==> config.mk <==
export PLATFORM = sky130hd
export DESIGN_NAME = csks_ram
export DESIGN_NICKNAME = d
export VERILOG_FILES = /design/src/rtl/csks_ram.sv
export SDC_FILE = /design/constraint.sdc
export NUM_CORES = 2
export LEC_CHECK = 0
export BUFFER_PORTS_ARGS = -buffer_cell sky130_fd_sc_hd__clkbuf_2
export CORE_MARGIN = 4
export CORE_UTILIZATION = 46
export DETAILED_ROUTE_END_ITERATION = 16
export PLACE_DENSITY = 0.7
export SLEW_MARGIN = 20
export SYNTH_ARGS = -nofsm -noshare
export SYNTH_HDL_FRONTEND = slang
export SYNTH_SLANG_ARGS = --single-unit
==> constraint.sdc <==
create_clock -name i_clk -period 3.4 [get_ports i_clk]
set_input_delay 0.17 -clock i_clk [delete_from_list [all_inputs] [get_ports i_clk]]
set_output_delay 0.17 -clock i_clk [all_outputs]
set_load 0.02 [all_outputs]
==> src/rtl/csks_ram.sv <==
// Generic simple dual-port RAM: one write port, one read port with registered data.
`default_nettype none

module csks_ram #(
    parameter int WIDTH = 8,
    parameter int DEPTH = 256
) (
    input  wire logic                     i_clk,
    input  wire logic                     i_we,
    input  wire logic [$clog2(DEPTH)-1:0] i_waddr,
    input  wire logic [WIDTH-1:0]         i_wdata,
    input  wire logic [$clog2(DEPTH)-1:0] i_raddr,
    output logic      [WIDTH-1:0]         o_rdata
);

    logic [WIDTH-1:0] r_mem [DEPTH];
    logic [WIDTH-1:0] r_rdata;

    always_ff @(posedge i_clk) begin
        if (i_we) begin
            r_mem[i_waddr] <= i_wdata;
        end
        r_rdata <= r_mem[i_raddr];
    end

    assign o_rdata = r_rdata;

endmodule

`default_nettype wire

; Yosys cells after proc, flatten, opt, wreduce, memory -nomap -nowiden
; Memories as Yosys holds them, arrays and structs flattened. A register that Yosys moved wholly into a read port is not among the register bits.
; Index checks and enable logic that the tools add are counted.
[classes]
addsub = 0
multipliers = 0
div = 0
order_cmp = 0
eq_ne = 0
shift = 0
n_mux = 2
bitwise = 0
reduce_logical = 0
[op_table]
columns = operator, n
row1 = $mux W1, 2
[totals]
ff_bits = 0
latchBits = 0
ram_bits = 2048
rom_bits = 0
inputBits = 26
output_inout_bits = 8
word_cells = 3
mem_count = 1
[memory_table]
columns = memory, depth, word_bits, read_ports, rd_ports_with_merged_regs, write_ports, line_no
row1 = r_mem, 256, 8, 1, 1, 1, 16  ; logic [WIDTH-1:0] r_mem [DEPTH];

; Depth between registers and ports, before layout
[depth]
word_depth = 2
ltp_mapped = 11
depth_no_buf = 6

; Worst setup path before layout
; OpenSTA, ideal clock, no wires.
[synth_timing]
path_kind = input-to-reg
startpoint = input port i_raddr[0]
endpoint = register r_rdata[2], in the netlist o_rdata[2], read port of r_mem
t_arrival_ps = 1977
required_time_ps = 3269
path_slack_ps = 1292
cell_stages = 9
cell_sequence = buf_6 > buf_12 > buf_8 > buf_2 > mux4_2 > a22oi_1 > a21oi_1 > nor4_1 > nor4_2
[synth_lines]
columns = item, line_no
row1 = "start, declared", 12  ; input wire logic [$clog2(DEPTH)-1:0] i_raddr,
row2 = "end, declared", 17  ; logic [WIDTH-1:0] r_rdata;

==> summary.md <==
| Metric | Value |
|---|---|
| Buffer cell driving the clock tree root | clkbuf_16 |
| Reported max-cap violation count | 0 |
| H-Tree Depth | 4 |
| Power density relative to cell area | 576 nW/um^2 |
| Max Buffers Root-to-Sink | 3 |
| Worst Hold Endpoint | r_mem[57][7] |
| Pin count of the biggest net entering global routing | 117 |
| Peak supply drop | 649 uV |
| Routed via count | 40352 |
| Setup skew after layout | 58.6 ps |
| Number of buffers inserted by port buffering | 33 |
| Path class of the lowest-slack min-delay path | input port to flop |
| Number of instances in the synthesized netlist | 3733 |
| Share of async-settable or async-resettable flops after synthesis | 0 |
| Count of flip-flops with a built-in enable after synthesis | 2048 |
| Number of nets in the final layout | 4123 |
| Total DRC errors in the routed layout | 0 |
| Worst endpoint data arrival time | 3290 ps |
| Cell repeated most along the worst path | nor4_1 |
| Number of DRC markers in iteration 0 | 5679 |
| Clock latency at the later pin of the worst-skew pair | 840 ps |
| Number of optimization iterations in the first detailed-route pass | 6 |
| GRT Overall Usage | 0.218 |
| Count of buffering cells on the critical path with inverters included | 1 |
| Post-Layout Inst Area | 91000 um^2 |
| Synth unique cells | 55 |
| Period utilisation layout | 0.769 |
| Total CTS buffers | 198 |
| Register-to-register setup slack | 790 ps |
| Sequential element share of the synthesized area | 0.775 |
| Post-CTS Setup Inserts | 0 |
| Cell count of the worst hold path | 1 |
| Slowest cell on the critical path | nor4_1 |
| CTS clk-pin slew, worst paths | 60 ps |
| Die extent in x | 424 um |
| Cell Rows | 152 |
| CP delay by family, top | simple AND/OR/NAND/NOR gates |
| Most frequently used flop master after synthesis | edfxtp_1 |
| Initial standard-cell utilization of the core | 0.463 |
| Total die area | 180000 um^2 |
| Worst slew margin | 0.240 |
| Result of the run | finished clean |
| Source of the worst register-to-register timing path | r_mem[11][7] |
| Final hold violation count | 0 |
| Final global-route overflow total | 0 |
| Required time of the worst setup path | 4070 ps |
| Ports placed on the boundary | 34 |
| Post-synth net total | 3759 |
| Setup repair after global routing missed its margin | false |
| Count of final max-slew check failures | 0 |
| Number of instances in the placed design | 6200 |
| # hold bufs at CTS | 7 |
| Vias in the first global route | 40095 |
| Critical R2R Capture | o_rdata[7] |
| Maximum fanout count along the critical path | 1 |
| Clock sinks | 2056 |
| Largest stage delay on the critical path | 950 ps |
| CP endpoint kind | flop |
| Standby leakage power | 28.6 nW |
| Global placement routability congestion | 0.879 |
| Synth Register Bits | 2056 |
| Maximum clock frequency | 382 MHz |
| Final total negative setup slack | 0 ps |
| Critical Path Source Type | flop |
| Placed cell area | 84500 um^2 |
| Wire length after detailed routing | 196000 um |
| Core region area | 172000 um^2 |
| Reg2Reg Depth | 6 |
| Synth warn | 0 |
| Average size of a mapped cell | 21.3 um^2 |
| Synthesized area | 79600 um^2 |
| Ratio of routed vias to standard cells | 6.14 |
| Area overhead of the layout relative to synthesis | 14.4% |
| Cells resized by post-CTS repair | 0 |
| Number of failing setup endpoints in the final timing report | 0 |
| Initial antenna violation count | 3 |
| Non-Filler Instances | 6569 |
| Critical Setup Path Class | flop to flop |
| Routed len/inst | 29.9 um |
| Fraction of final layout cells sized beyond drive strength 1 | 0.268 |
| Time the final worst path needs with I/O delays and setup | 2610 ps |
| Worst hold start | i_wdata[7] |
| Clock tree from TritonCTS | done |
| HPWL after detailed placement | 124000 um |
| Wire length of the first global-routing pass | 286000 um |
| Transition time at the pin with the least slew margin | 1130 ps |
| Remaining antenna violation count | 0 |
| Vertical die dimension | 424 um |
| Critical Path, Cell by Cell | mux4_2 -> a22oi_1 -> buf_4 -> a21oi_1 -> nor4_1 -> nor4_1 |
==> metrics by stage <==
stage               hold slack [ps]   util  worst slack (ps)  power [mW]
floorplan                       269      -              1290        29.9
global placement                702  0.492             -66.5        31.1
detailed placement              698  0.492              75.9        31.2
CTS                            6.58  0.530               782        52.7
global route                   51.2  0.530               755        54.0
finish                         35.1  0.530               786        52.5
==> synth_stat cells (6+ instances only) <==
master	n	share of area
a211oi_1	16	0.0015
a21oi_1	96	0.0060
a221oi_1	13	0.0014
a22o_1	8	0.00088
a22oi_1	133	0.013
and2_1	6	0.00047
buf_1	22	0.0010
buf_12	8	0.0020
buf_2	31	0.0020
buf_4	27	0.0025
buf_6	21	0.0030
buf_8	13	0.0025
clkbuf_1	111	0.0052
dfxtp_1	8	0.0020
edfxtp_1	2048	0.77
mux2i_1	134	0.017
mux4_2	454	0.13
nand2_1	33	0.0016
nand2b_1	8	0.00063
nand3_1	34	0.0021
nand4_1	10	0.00079
nor2_1	282	0.013
nor2b_1	31	0.0024
nor3_1	22	0.0014
nor4_1	24	0.0019
o211ai_1	10	0.00094
o21ai_0	10	0.00063
o221ai_1	46	0.0051
o22ai_1	28	0.0022
==> cell usage in the layout, fill, tap and decap left out, types with 4 or more instances in the layout <==
| master | n |
|---|---|
| edfxtp_1 | 2048 |
| mux4_2 | 454 |
| buf_4 | 316 |
| nor2_1 | 279 |
| clkbuf_16 | 201 |
| mux2i_1 | 134 |
| a22oi_1 | 133 |
| a21oi_1 | 96 |
| clkinv_1 | 46 |
| o221ai_1 | 46 |
| buf_12 | 43 |
| clkbuf_1 | 38 |
| nand3_1 | 34 |
| nand2_1 | 33 |
| clkinv_2 | 33 |
| o22ai_1 | 28 |
| nor2b_1 | 28 |
| nor4_1 | 23 |
| nor3_1 | 22 |
| bufinv_16 | 21 |
| clkbuf_2 | 21 |
| a211oi_1 | 16 |
| a221oi_1 | 13 |
| clkbuf_8 | 11 |
| nand4_1 | 10 |
| o211ai_1 | 10 |
| o21ai_0 | 10 |
| nand2b_1 | 8 |
| a22o_1 | 8 |
| inv_6 | 8 |
| dfxtp_1 | 8 |
| dlygate4sd3_1 | 7 |
| and2_1 | 6 |
| o22a_1 | 5 |
| or2_2 | 4 |
| nor4_2 | 4 |
| o32ai_1 | 4 |
| clkinvlp_4 | 4 |
==> layout make-up <==
class,count,area (um^2)
Clock inverter,118,1210
Tap cell,2310,2890
Antenna cell,2,5.00
Sequential cell,2056,61700
Clock buffer,242,5210
Fill cell,12883,80700
Multi-Input combinational cell,1442,16500
Inverter,2,7.51
Timing Repair Buffer,397,3550
==> power breakdown <==
part	internal [mW]	switching, mW
combinational	0.968	1.70
sequential	27.9	0.0566
clock	12.5	9.31
==> sequential cells by signal, summed over array words and instances, names as in the netlist <==
signal / cells
o_rdata: 8
r_mem: 2048
==> layer usage <==
layer | routed length, um | track usage | share of wire
met4 | 7890 | 0.0859 | 0.040
met3 | 18900 | 0.0423 | 0.096
met2 | 93200 | 0.338 | 0.47
met1 | 76300 | 0.310 | 0.39
met5 | 0 | 0 | 0
==> logic make-up after synthesis <==
group,Yosys count,synth area share
and+or+nand+nor,466,0.0263
muxes,591,0.146
AOI/OAI and AO/OA,385,0.0342
buffers and inverters,235,0.0183
DFF,2056,0.775
==> worst max-delay path by stage <==
stage	start	endpoint	slack, ps	cells past startpoint
2_1_floorplan	i_raddr[0]	o_rdata[2]	1290	9
3_3_place_gp	i_raddr[0]	o_rdata[6]	-70	9
3_5_place_dp	i_raddr[0]	o_rdata[5]	80	11
4_1_cts	r_mem[211][5]	o_rdata[5]	780	6
5_1_grt	r_mem[210][5]	o_rdata[5]	760	6
6_report	r_mem[11][7]	o_rdata[7]	790	6
(Power assumes the default switching activity.)
